[src/hw/rtl/i2cm_pkg.sv]
// ----------------------------------------------------------------------------
// i2cm_pkg
// Shared types and constants for the I2C master byte engine.
// ----------------------------------------------------------------------------
package i2cm_pkg;

  // Byte-level commands
  typedef enum logic [2:0] {
    CMD_START     = 3'd0,
    CMD_STOP      = 3'd1,
    CMD_WRITE     = 3'd2,
    CMD_READ_ACK  = 3'd3,
    CMD_READ_NACK = 3'd4
  } cmd_t;

  // Item kinds
  localparam logic KIND_TICK    = 1'b0;
  localparam logic KIND_COMMAND = 1'b1;

  // Configuration register map
  localparam int unsigned  PADDR_W             = 2;
  localparam logic [1:0]   ADDR_PHASE_TICKS    = 2'd0;
  localparam logic [15:0]  PHASE_TICKS_RESET   = 16'd60;

  // Bits per byte transfer
  localparam logic [3:0]   BYTE_BITS = 4'd8;

  // Phase index of a command sequence
  typedef logic [2:0] phase_t;

  // Output queue geometry
  localparam int unsigned QUEUE_DEPTH = 3;
  localparam int unsigned QUEUE_IDX_W = 2;
  localparam int unsigned QUEUE_CNT_W = 2;

  typedef struct packed {
    logic scl;
    logic sda;
  } pins_t;

  // One result item
  typedef struct packed {
    logic       scl_out;
    logic       sda_out;
    logic       busy_res;
    logic       done_res;
    logic [7:0] read_data;
    logic       no_ack;
    logic       rejected;
  } res_t;

endpackage

[src/hw/rtl/i2cm_engine.sv]
// ----------------------------------------------------------------------------
// i2cm_engine
// Bus state and one-item step: applies one tick or command per cycle.
// ----------------------------------------------------------------------------
module i2cm_engine
  import i2cm_pkg::*;
(
  input  logic        clk,
  input  logic        rst,
  input  logic        item_valid,
  input  logic        item_kind,
  input  logic [2:0]  item_command,
  input  logic [7:0]  item_write_data,
  input  logic        item_sda_in,
  input  logic [15:0] phase_ticks,
  output res_t        result
);

  logic        scl, sda, busy, ack_flag;
  phase_t      phase;
  logic [3:0]  bit_count;
  logic [15:0] tick_count;
  logic [7:0]  shift_reg, last_read;
  cmd_t        cur_cmd;

  logic        scl_next, sda_next, busy_next, ack_flag_next;
  phase_t      phase_next;
  logic [3:0]  bit_count_next;
  logic [15:0] tick_count_next;
  logic [7:0]  shift_reg_next, last_read_next;
  cmd_t        cur_cmd_next;
  logic        done, rejected;

  // Pin action taken on entering phase p of a command
  function automatic pins_t enter_pins(cmd_t cmd, phase_t p, pins_t cur, logic msb);
    pins_t r;
    r = cur;
    case (cmd)
      CMD_START: begin
        if (p == 3'd0)      r.sda = 1'b1;
        else if (p == 3'd1) r.scl = 1'b1;
        else if (p == 3'd2) r.sda = 1'b0;
        else                r.scl = 1'b0;
      end
      CMD_STOP: begin
        if (p == 3'd0)      r.scl = 1'b0;
        else if (p == 3'd1) r.sda = 1'b0;
        else if (p == 3'd2) r.scl = 1'b1;
        else                r.sda = 1'b1;
      end
      CMD_WRITE: begin
        if (p == 3'd0 || p == 3'd3) r.scl = 1'b0;
        else if (p == 3'd1)         r.sda = msb;
        else if (p == 3'd4)         r.sda = 1'b1;
        else                        r.scl = 1'b1;
      end
      default: begin
        if (p == 3'd0 || p == 3'd2 || p == 3'd5) r.scl = 1'b0;
        else if (p == 3'd1 || p == 3'd4)         r.scl = 1'b1;
        else                                     r.sda = (cmd == CMD_READ_ACK) ? 1'b0 : 1'b1;
      end
    endcase
    return r;
  endfunction

  always_comb begin
    logic [16:0] tick_inc;
    logic [15:0] limit;
    logic        enter_req;
    phase_t      enter_p;
    pins_t       pins;

    scl_next        = scl;
    sda_next        = sda;
    busy_next       = busy;
    phase_next      = phase;
    bit_count_next  = bit_count;
    tick_count_next = tick_count;
    shift_reg_next  = shift_reg;
    cur_cmd_next    = cur_cmd;
    ack_flag_next   = ack_flag;
    last_read_next  = last_read;
    done            = 1'b0;
    rejected        = 1'b0;
    enter_req       = 1'b0;
    enter_p         = '0;
    tick_inc        = {1'b0, tick_count} + 17'd1;
    limit           = (phase_ticks == '0) ? 16'd1 : phase_ticks;

    if (item_valid) begin
      if (item_kind == KIND_COMMAND) begin
        if (busy) begin
          rejected = 1'b1;
        end else if (item_command <= CMD_READ_NACK) begin
          busy_next      = 1'b1;
          cur_cmd_next   = cmd_t'(item_command);
          bit_count_next = '0;
          if (item_command == CMD_WRITE) shift_reg_next = item_write_data;
          if (item_command == CMD_READ_ACK || item_command == CMD_READ_NACK) begin
            shift_reg_next = '0;
            sda_next       = 1'b1;
          end
          enter_req = 1'b1;
        end
      end else if (busy) begin
        if (tick_inc >= {1'b0, limit}) begin
          tick_count_next = '0;
          case (cur_cmd)
            CMD_START, CMD_STOP: begin
              if (phase >= 3'd3) done = 1'b1;
              else begin
                enter_req = 1'b1;
                enter_p   = phase + 3'd1;
              end
            end
            CMD_WRITE: begin
              if (phase == 3'd2) begin
                shift_reg_next = {shift_reg[6:0], 1'b0};
                bit_count_next = bit_count + 4'd1;
                enter_req      = 1'b1;
                enter_p        = (bit_count_next < BYTE_BITS) ? 3'd0 : 3'd3;
              end else if (phase >= 3'd5) begin
                ack_flag_next = item_sda_in;
                scl_next      = 1'b0;
                done          = 1'b1;
              end else begin
                enter_req = 1'b1;
                enter_p   = phase + 3'd1;
              end
            end
            default: begin
              if (phase == 3'd1) begin
                shift_reg_next = {shift_reg[6:0], item_sda_in};
                bit_count_next = bit_count + 4'd1;
                enter_req      = 1'b1;
                enter_p        = (bit_count_next < BYTE_BITS) ? 3'd0 : 3'd2;
              end else if (phase >= 3'd5) begin
                last_read_next = shift_reg;
                done           = 1'b1;
              end else begin
                enter_req = 1'b1;
                enter_p   = phase + 3'd1;
              end
            end
          endcase
          if (done) begin
            busy_next  = 1'b0;
            phase_next = '0;
          end
        end else begin
          tick_count_next = tick_inc[15:0];
        end
      end
    end

    pins = enter_pins(cur_cmd_next, enter_p, '{scl: scl_next, sda: sda_next},
                      shift_reg_next[7]);
    if (enter_req) begin
      phase_next      = enter_p;
      tick_count_next = '0;
      scl_next        = pins.scl;
      sda_next        = pins.sda;
    end

    result.scl_out   = scl_next;
    result.sda_out   = sda_next;
    result.busy_res  = busy_next;
    result.done_res  = done;
    result.read_data = last_read_next;
    result.no_ack    = ack_flag_next;
    result.rejected  = rejected;
  end

  always_ff @(posedge clk) begin
    if (rst) begin
      scl        <= 1'b1;
      sda        <= 1'b1;
      busy       <= 1'b0;
      phase      <= '0;
      bit_count  <= '0;
      tick_count <= '0;
      shift_reg  <= '0;
      cur_cmd    <= CMD_START;
      ack_flag   <= 1'b0;
      last_read  <= '0;
    end else begin
      scl        <= scl_next;
      sda        <= sda_next;
      busy       <= busy_next;
      phase      <= phase_next;
      bit_count  <= bit_count_next;
      tick_count <= tick_count_next;
      shift_reg  <= shift_reg_next;
      cur_cmd    <= cur_cmd_next;
      ack_flag   <= ack_flag_next;
      last_read  <= last_read_next;
    end
  end

endmodule

[src/hw/rtl/i2cm_out_queue.sv]
// ----------------------------------------------------------------------------
// i2cm_out_queue
// Small result queue between the engine and the output channel.
// ----------------------------------------------------------------------------
module i2cm_out_queue
  import i2cm_pkg::*;
(
  input  logic                   clk,
  input  logic                   rst,
  input  logic                   push,
  input  res_t                   push_data,
  input  logic                   pop,
  output res_t                   head_data,
  output logic                   not_empty,
  output logic [QUEUE_CNT_W-1:0] count
);

  res_t                   entries [QUEUE_DEPTH];
  logic [QUEUE_IDX_W-1:0] head, tail;

  function automatic logic [QUEUE_IDX_W-1:0] bump(logic [QUEUE_IDX_W-1:0] p);
    return (p == QUEUE_IDX_W'(QUEUE_DEPTH - 1)) ? '0 : p + 1'b1;
  endfunction

  assign head_data = entries[head];
  assign not_empty = (count != '0);

  always_ff @(posedge clk) begin
    if (push) entries[tail] <= push_data;
  end

  always_ff @(posedge clk) begin
    if (rst) begin
      head  <= '0;
      tail  <= '0;
      count <= '0;
    end else begin
      if (push) tail <= bump(tail);
      if (pop)  head <= bump(head);
      count <= count + QUEUE_CNT_W'(push) - QUEUE_CNT_W'(pop);
    end
  end

endmodule

[src/hw/rtl/i2c_master_byte_engine.sv]
// ----------------------------------------------------------------------------
// i2c_master_byte_engine
// I2C master that runs one byte command at a time, paced by tick items.
// ----------------------------------------------------------------------------
// Each input item is either one tick of time or a byte command (start, stop,
// write byte and sample ACK, read byte with ACK, read byte with NACK), and
// each item gives exactly one result item: the SCL/SDA drive levels, busy,
// done, the last read byte, the no-ack flag and a rejected flag for a
// command that arrived while busy. Each SCL/SDA phase lasts phase_ticks
// ticks (zero acts as one); phase_ticks sits at byte address 0 of the APB
// port and should be written only while no command is in progress. The
// block takes one item per clock while in_stall is low: an accepted item is
// held in an input register, the engine applies it to the bus state in the
// next cycle, and its result lands in a three-entry output queue, so a result
// item is offered on the output once the input register and then the queue
// have registered it, and can be taken at the following edge. in_stall rises
// only when the queue and input register together hold three items, i.e. when
// the output side has stalled long enough to fill them.
// ----------------------------------------------------------------------------
module i2c_master_byte_engine
  import i2cm_pkg::*;
(
  input  logic               clk,
  input  logic               rst,
  // APB configuration port
  input  logic               psel,
  input  logic               penable,
  input  logic               pwrite,
  input  logic [PADDR_W-1:0] paddr,
  input  logic [31:0]        pwdata,
  output logic [31:0]        prdata,
  output logic               pready,
  // input channel
  input  logic               in_valid,
  output logic               in_stall,
  input  logic               kind,
  input  logic [2:0]         command,
  input  logic [7:0]         write_data,
  input  logic               sda_in,
  // output channel
  output logic               out_valid,
  input  logic               out_stall,
  output logic               scl_out,
  output logic               sda_out,
  output logic               busy_res,
  output logic               done_res,
  output logic [7:0]         read_data,
  output logic               no_ack,
  output logic               rejected
);

  logic [15:0] phase_ticks;

  // input register
  logic        in_reg_valid;
  logic        in_reg_kind;
  logic [2:0]  in_reg_command;
  logic [7:0]  in_reg_write_data;
  logic        in_reg_sda_in;

  logic                   in_accept, out_pop;
  logic [QUEUE_CNT_W-1:0] q_count;
  logic [QUEUE_CNT_W:0]   occupancy;
  res_t                   step_res, head_res;

  // APB: always ready, write on the access phase
  assign pready = 1'b1;
  assign prdata = (paddr == ADDR_PHASE_TICKS) ? {16'd0, phase_ticks} : 32'd0;

  always_ff @(posedge clk) begin
    if (rst) begin
      phase_ticks <= PHASE_TICKS_RESET;
    end else if (psel && penable && pwrite && pready && paddr == ADDR_PHASE_TICKS) begin
      phase_ticks <= pwdata[15:0];
    end
  end

  // Hold off input once the input register and queue could fill up.
  assign occupancy = {1'b0, q_count} + (QUEUE_CNT_W + 1)'(in_reg_valid);
  assign in_stall  = (occupancy >= (QUEUE_CNT_W + 1)'(QUEUE_DEPTH));
  assign in_accept = in_valid && !in_stall;

  always_ff @(posedge clk) begin
    if (rst) in_reg_valid <= 1'b0;
    else     in_reg_valid <= in_accept;
  end

  always_ff @(posedge clk) begin
    if (in_accept) begin
      in_reg_kind       <= kind;
      in_reg_command    <= command;
      in_reg_write_data <= write_data;
      in_reg_sda_in     <= sda_in;
    end
  end

  i2cm_engine u_engine (
    .clk             (clk),
    .rst             (rst),
    .item_valid      (in_reg_valid),
    .item_kind       (in_reg_kind),
    .item_command    (in_reg_command),
    .item_write_data (in_reg_write_data),
    .item_sda_in     (in_reg_sda_in),
    .phase_ticks     (phase_ticks),
    .result          (step_res)
  );

  // Drop a result from the queue once the output side takes it.
  assign out_pop = out_valid && !out_stall;

  i2cm_out_queue u_out_queue (
    .clk       (clk),
    .rst       (rst),
    .push      (in_reg_valid),
    .push_data (step_res),
    .pop       (out_pop),
    .head_data (head_res),
    .not_empty (out_valid),
    .count     (q_count)
  );

  assign scl_out   = head_res.scl_out;
  assign sda_out   = head_res.sda_out;
  assign busy_res  = head_res.busy_res;
  assign done_res  = head_res.done_res;
  assign read_data = head_res.read_data;
  assign no_ack    = head_res.no_ack;
  assign rejected  = head_res.rejected;

  // The queue never overflows: a push into a full queue would lose an item.
  assert property (@(posedge clk) disable iff (rst)
    in_reg_valid && !out_pop |-> q_count < QUEUE_CNT_W'(QUEUE_DEPTH))
    else $error("result queue overflow");

  // A command is rejected only while one is still running.
  assert property (@(posedge clk) disable iff (rst)
    out_valid && rejected |-> busy_res)
    else $error("rejected item while not busy");

  // A finished command leaves the engine idle.
  assert property (@(posedge clk) disable iff (rst)
    out_valid && done_res |-> !busy_res)
    else $error("done reported while still busy");

  // An accepted item reaches the engine in the next cycle.
  assert property (@(posedge clk) disable iff (rst)
    in_accept |=> in_reg_valid)
    else $error("accepted item lost before engine");

endmodule
[config.mk]
export PLATFORM = sky130hd
export DESIGN_NAME = i2c_master_byte_engine
export DESIGN_NICKNAME = d
export VERILOG_FILES = /design/src/hw/rtl/i2cm_pkg.sv /design/src/hw/rtl/i2cm_engine.sv /design/src/hw/rtl/i2cm_out_queue.sv /design/src/hw/rtl/i2c_master_byte_engine.sv
export SDC_FILE = /design/constraint.sdc
export NUM_CORES = 1
export LEC_CHECK = 0
export BUFFER_PORTS_ARGS = -buffer_cell sky130_fd_sc_hd__buf_2
export CORE_ASPECT_RATIO = 0.5
export CORE_MARGIN = 10
export CORE_UTILIZATION = 57
export DETAILED_ROUTE_END_ITERATION = 8
export GPL_TIMING_DRIVEN = 1
export PLACE_DENSITY = 0.83
export SLEW_MARGIN = 10
export SYNTH_ARGS = -nofsm -noshare
export SYNTH_HDL_FRONTEND = slang
export SYNTH_SLANG_ARGS = --single-unit
[constraint.sdc]
create_clock -name clk -period 4.42 [get_ports clk]
set_input_delay 0.884 -clock clk [delete_from_list [all_inputs] [get_ports clk]]
set_output_delay 0.884 -clock clk [all_outputs]
set_load 0.05 [all_outputs]
After elaboration in Yosys (flattened, before gate mapping):

Memory sizes are Yosys's and may differ from the RTL's. A register that Yosys moved wholly into a read port is not among the register bits.
Index checks and enable logic that the tools add are counted.

* memories: 1
* register bits: 82
* RAM bits: 42
* output and inout bits: 49
* logic and storage cells: 225
* bits of input ports: 54

* bitwise gates (word level): 1
* muxes and demuxes: 134
* equality and inequality tests: 21
* $lt $le $gt $ge: 6
* reductions and logical operators: 34
* add/subtract/negate cells: 8

Memories
* u_out_queue.entries: depth 3, bits a word 14, rd ports 1, clocked after memory_dff 1, wr ports 1, RTL line i2cm_out_queue.sv:18 `res_t entries [QUEUE_DEPTH];`

Operators by type and width (count)
* 8-bit two-way mux: 17
* 1-bit two-way mux: 77
* 3-bit two-way mux: 18
* 16-bit two-way mux: 3
* 4-bit two-way mux: 7
* 3-bit by 2-bit equality test with 1-bit output, second input constant: 8
* 16-bit by 1-bit adder with 17-bit output, second input constant: 1
* 17-bit by 16-bit greater-or-equal comparator with 1-bit output: 1
* 16-bit logical NOT: 1
* 8-bit case mux with 2 select lines: 1
* 2-bit nonzero test: 8
* 3-bit by 1-bit equality test with 1-bit output, second input constant: 4
* 2-bit two-way mux: 6
* 3-bit equality test, second input constant: 3
* 3-bit logical NOT: 3
* 9-bit AND reduction: 1
* 4-bit case mux with 2 select lines: 1
* 8-bit AND reduction: 1
* 3-bit by 2-bit greater-or-equal comparator with 1-bit output, second input constant: 2
* 2-bit case mux with 3 select lines: 1
* 3-bit case mux with 2 select lines: 1
* 3-bit nonzero test: 2
* 1-bit logical AND: 5
* 1-bit logical OR: 5
* other kinds (21): 27

Logic depth before layout (Yosys ltp):

* depth in word-level cells: 15
* depth in mapped cells: 18

Cells and area by module:

From an unflattened synthesis, not the netlist that was laid out.

* cells, all modules: 699
* area total of the unflattened synthesis: 6811.5 um2

Modules (own cells, without submodules)
* i2cm_engine: area each 3485.8 um2, instances 1, sequential area each 920.9 um2, cells each 452
* i2cm_out_queue: area each 1898.1 um2, instances 1, sequential area each 1421.4 um2, cells each 119
* i2c_master_byte_engine: area each 1427.6 um2, instances 1, sequential area each 730.7 um2, cells each 128

Worst setup path after synthesis:

No wires, ideal clock.

* path kind: reg2reg
* start point: register u_engine.tick_count[0]
* end point: memory u_out_queue.entries[0][12] (netlist name), data pin
* library setup time: 0.273 ns
* path buffers: 3
* stages on the path, launching flop included: 18
* path slack: 0.745 ns
* arrival: 3.402 ns
* data required time: 4.147 ns
* cell sequence: dfxtp_1 and3_1 clkbuf_1 and3_1 clkbuf_1 nand2_1 nor2_1 xnor2_1 ha_1 nand3_1 nor2_1 a221o_1 or3_4 or2_2 buf_4 a21o_1 o211ai_1 o21ai_1

RTL lines
* start, declared: RTL line i2cm_engine.sv:22 `logic [15:0] tick_count;`
* start signal, assigned: RTL line i2cm_engine.sv:192 `tick_count <= tick_count_next;`
* end, declared: RTL line i2cm_out_queue.sv:18

==> impl_results.md <==
* Status: completed
* GRT Util Overall at 0.187
* GP Congestion at 0.935
* Clock transition at the registers of the reported paths at 0.06 ns
* LEAKAGE at a little over 3 nW
* Largest net degree at the start of global routing at 32
* CTS Sinks at between 100 and 150
* Final TNS setup at 0 ns
* H-tree depth at 4
* # diodes at 0
* Sequential power share at 0.409
* Avg Vias per Cell at 5.84
* Number of global-route vias before repair at slightly above 5000
* Vias at roughly 5300
* Critical Path Fanout Max at 11
* Initial antenna violation count at 0
* Period minus WS final at just over 4 ns
* WL final at about 15 mm
* Fraction of power spent switching nets at 0.306
* Setup Viol. Count Final at 0
* Layout fillers at approximately 840
* CTS tree: done
* DR WL/cell at 17.0 um
* Initial Util at 0.589
* Hold_buf cts at 0
* Top reg by flops: u_out_queue.entries
* Seq cells post-synth at ~130
* Mean Syn Cell Area at about 9.5 um^2
* Critical path data required time at between 4 and 5 ns
* Fin cells at approximately 910
* GRT Residual Overflow at 0
* Sequential area share after synthesis at 0.469
* Fin nets at roughly 840
* Core area at approximately 11000 um^2
* Critical path class: register to register
* CP Launch Type: register
* WP data arrival at around 4.2 ns
* YS warnings at 0
* Internal power at about 0.0023 W
* Synth Instances at around 690
* Comb power frac at 0.159
* Slew HR at 0.437
* IO Count at 103
* Unique masters post-synth at between 60 and 70
* Worst VDD drop at around 0.25 mV
* Clock power frac at 0.432
* Final hold vios at 0
* Slew @ Worst Pin at ~0.84 ns
* Worst setup EP type: register
* Post-CTS setup buffers at 0
* First-pass GRT wire length at about 25 mm
* Clk root buf: clkbuf_16
* Biggest regs: u_out_queue.entries x42, phase_ticks x16, u_engine.tick_count x16
* TritonCTS Buffers at 17
* HP Class: register to register
* DR pass1 iterations at 6
* Final ANT Viol Nets at 0
* Fmax at approximately 0.25 GHz
* Die height at 95.8 um
* Layout cells sized above 1 at 0.173
* PortBufs at between 60 and 70
* Cell Area, Synth at 6550 um^2
* RSZ-0062 raised after global routing: false
* Power density cells at approximately 440 nW/um^2
* Dpl cells at between 800 and 900
* Skew final at about 0.013 ns
* Final Max Tran Viols at 0
* Post-CTS Resized at 0
* Reg area at between 3000 and 4000 um^2
* Max Cap Viol at 0
* Row cnt at 27
* Post-synth EDFFs at 55
* Ys async rst share at 0
* Remaining DRCs at 0
* Hpwl dp at approximately 11 mm
* Area Overhead vs Synth at 15.1%
* Top_reg_cell synth: dfxtp_1
* Clk buf depth at 2
* Switch Pwr at 0.00101 W
* Largest register FFs at 42
* Multi-input gate area at approximately 3100 um^2
* Die Span X at roughly 170 um
* Worst-Skew Late Latency at between 0.4 and 0.5 ns
* Iter 0 DRT Violations at 510
* Period utilization at 0.914
* Die Area at ~16000 um^2
## synth_stat cells, types with 17 or more instances
master,number,share of area
dfxtp_1,71,0.22
nor3_1,30,0.023
mux2i_1,17,0.026
nor2_1,54,0.031
buf_4,19,0.022
nand2_1,75,0.043
ha_1,29,0.055
clkbuf_1,26,0.015
nand3_1,20,0.015
inv_1,32,0.018
a21oi_1,47,0.036
edfxtp_1,55,0.25
and2_1,18,0.017
o21ai_0,39,0.030
## through the flow
stage,power [W],cell area (um^2),worst slack [ns],hold slack (ns),util
after floorplan,0.00177,6600,0.745,0.432,-
after global placement,0.00187,6940,0.581,0.439,0.624
after detailed placement,0.00189,6940,0.532,0.462,0.624
after CTS,0.00330,7530,0.452,0.475,0.678
after global routing,0.00339,7530,0.157,0.490,0.678
final,0.00328,7530,0.380,0.472,0.678
## final cells by class
| type | count | share of cell area |
|---|---|---|
| inverters | 32 | 0.0159 |
| clock buffers | 17 | 0.0565 |
| repair buffers | 80 | 0.0568 |
| clock inverters | 15 | 0.0231 |
| well taps | 145 | 0.0241 |
| multi-input cells | 497 | 0.416 |
| flip-flops and latches | 126 | 0.408 |
## worst max-delay path, stage by stage, from the launching register on
cell and delay (ns):
dfxtp_1 0.40, ha_1 0.24, and3_1 0.20, buf_4 0.15
nand3_1 0.09, xnor2_1 0.27, ha_1 0.31, a21oi_1 0.18
o21ai_1 0.09, a221o_1 0.37, or3_4 0.42, o21ai_2 0.16
buf_4 0.18, o21ai_0 0.21, o211a_1 0.20, a21oi_1 0.33
## power by group through the flow
| stage | registers, W | logic, W | clock network, W |
|---|---|---|---|
| floorplan | 0.00132 | 0.000441 | 0 |
| global placement | 0.00136 | 0.000507 | 0 |
| detailed placement | 0.00137 | 0.000519 | 0 |
| CTS | 0.00134 | 0.000521 | 0.00143 |
| global route | 0.00135 | 0.000560 | 0.00148 |
| finish | 0.00134 | 0.000522 | 0.00142 |
## kinds of logic (layout without fill, tap and decap cells)
family,Yosys count,after routing,synth area share
AOI/OAI and AO/OA,155,155,0.151
xor gates and xnor gates,17,17,0.0227
adders and majority gates,29,29,0.0554
buffers and inverters,83,144,0.0615
DFF,126,126,0.469
muxes,26,26,0.0461
other,2,17,0.00115
and+or+nand+nor,253,253,0.193
## per-layer routing
layer  part of all wire  GRT usage
met4              0.015     0.0654
met1               0.44      0.228
met3              0.065     0.0490
met2               0.48      0.320
met5                  0          0
## path summary, 6_finish.rpt
check / start / end / slack (ns) / cells after the start
setup / recovery: u_engine.tick_count[0] / u_out_queue.entries[0][13] / 0.38 / 15
hold / removal: phase_ticks[13] / phase_ticks[13] / 0.47 / 2
setup reg to reg: u_engine.tick_count[0] / u_out_queue.entries[0][13] / 0.38 / 15
hold reg to reg: phase_ticks[13] / phase_ticks[13] / 0.47 / 2
## cell usage in the layout (no fill, tap or decap), types with 4 or more instances in the layout
master	instances
nand2_1	75
dfxtp_1	71
buf_2	69
edfxtp_1	55
nor2_1	54
a21oi_1	47
o21ai_0	39
inv_1	32
nor3_1	29
ha_1	29
nand3_1	20
and2_1	18
mux2i_1	17
conb_1	17
clkbuf_16	17
xnor2_1	11
o211ai_1	11
buf_4	11
and3_1	9
nor2b_1	8
mux2_4	8
a221oi_1	8
a21o_1	7
xor2_1	6
nand4_1	6
nand3b_1	6
inv_6	6
nand2b_1	5
a31oi_1	5
nor4_1	4
a2bb2oi_1	4
Power figures use the tool's default switching activity.
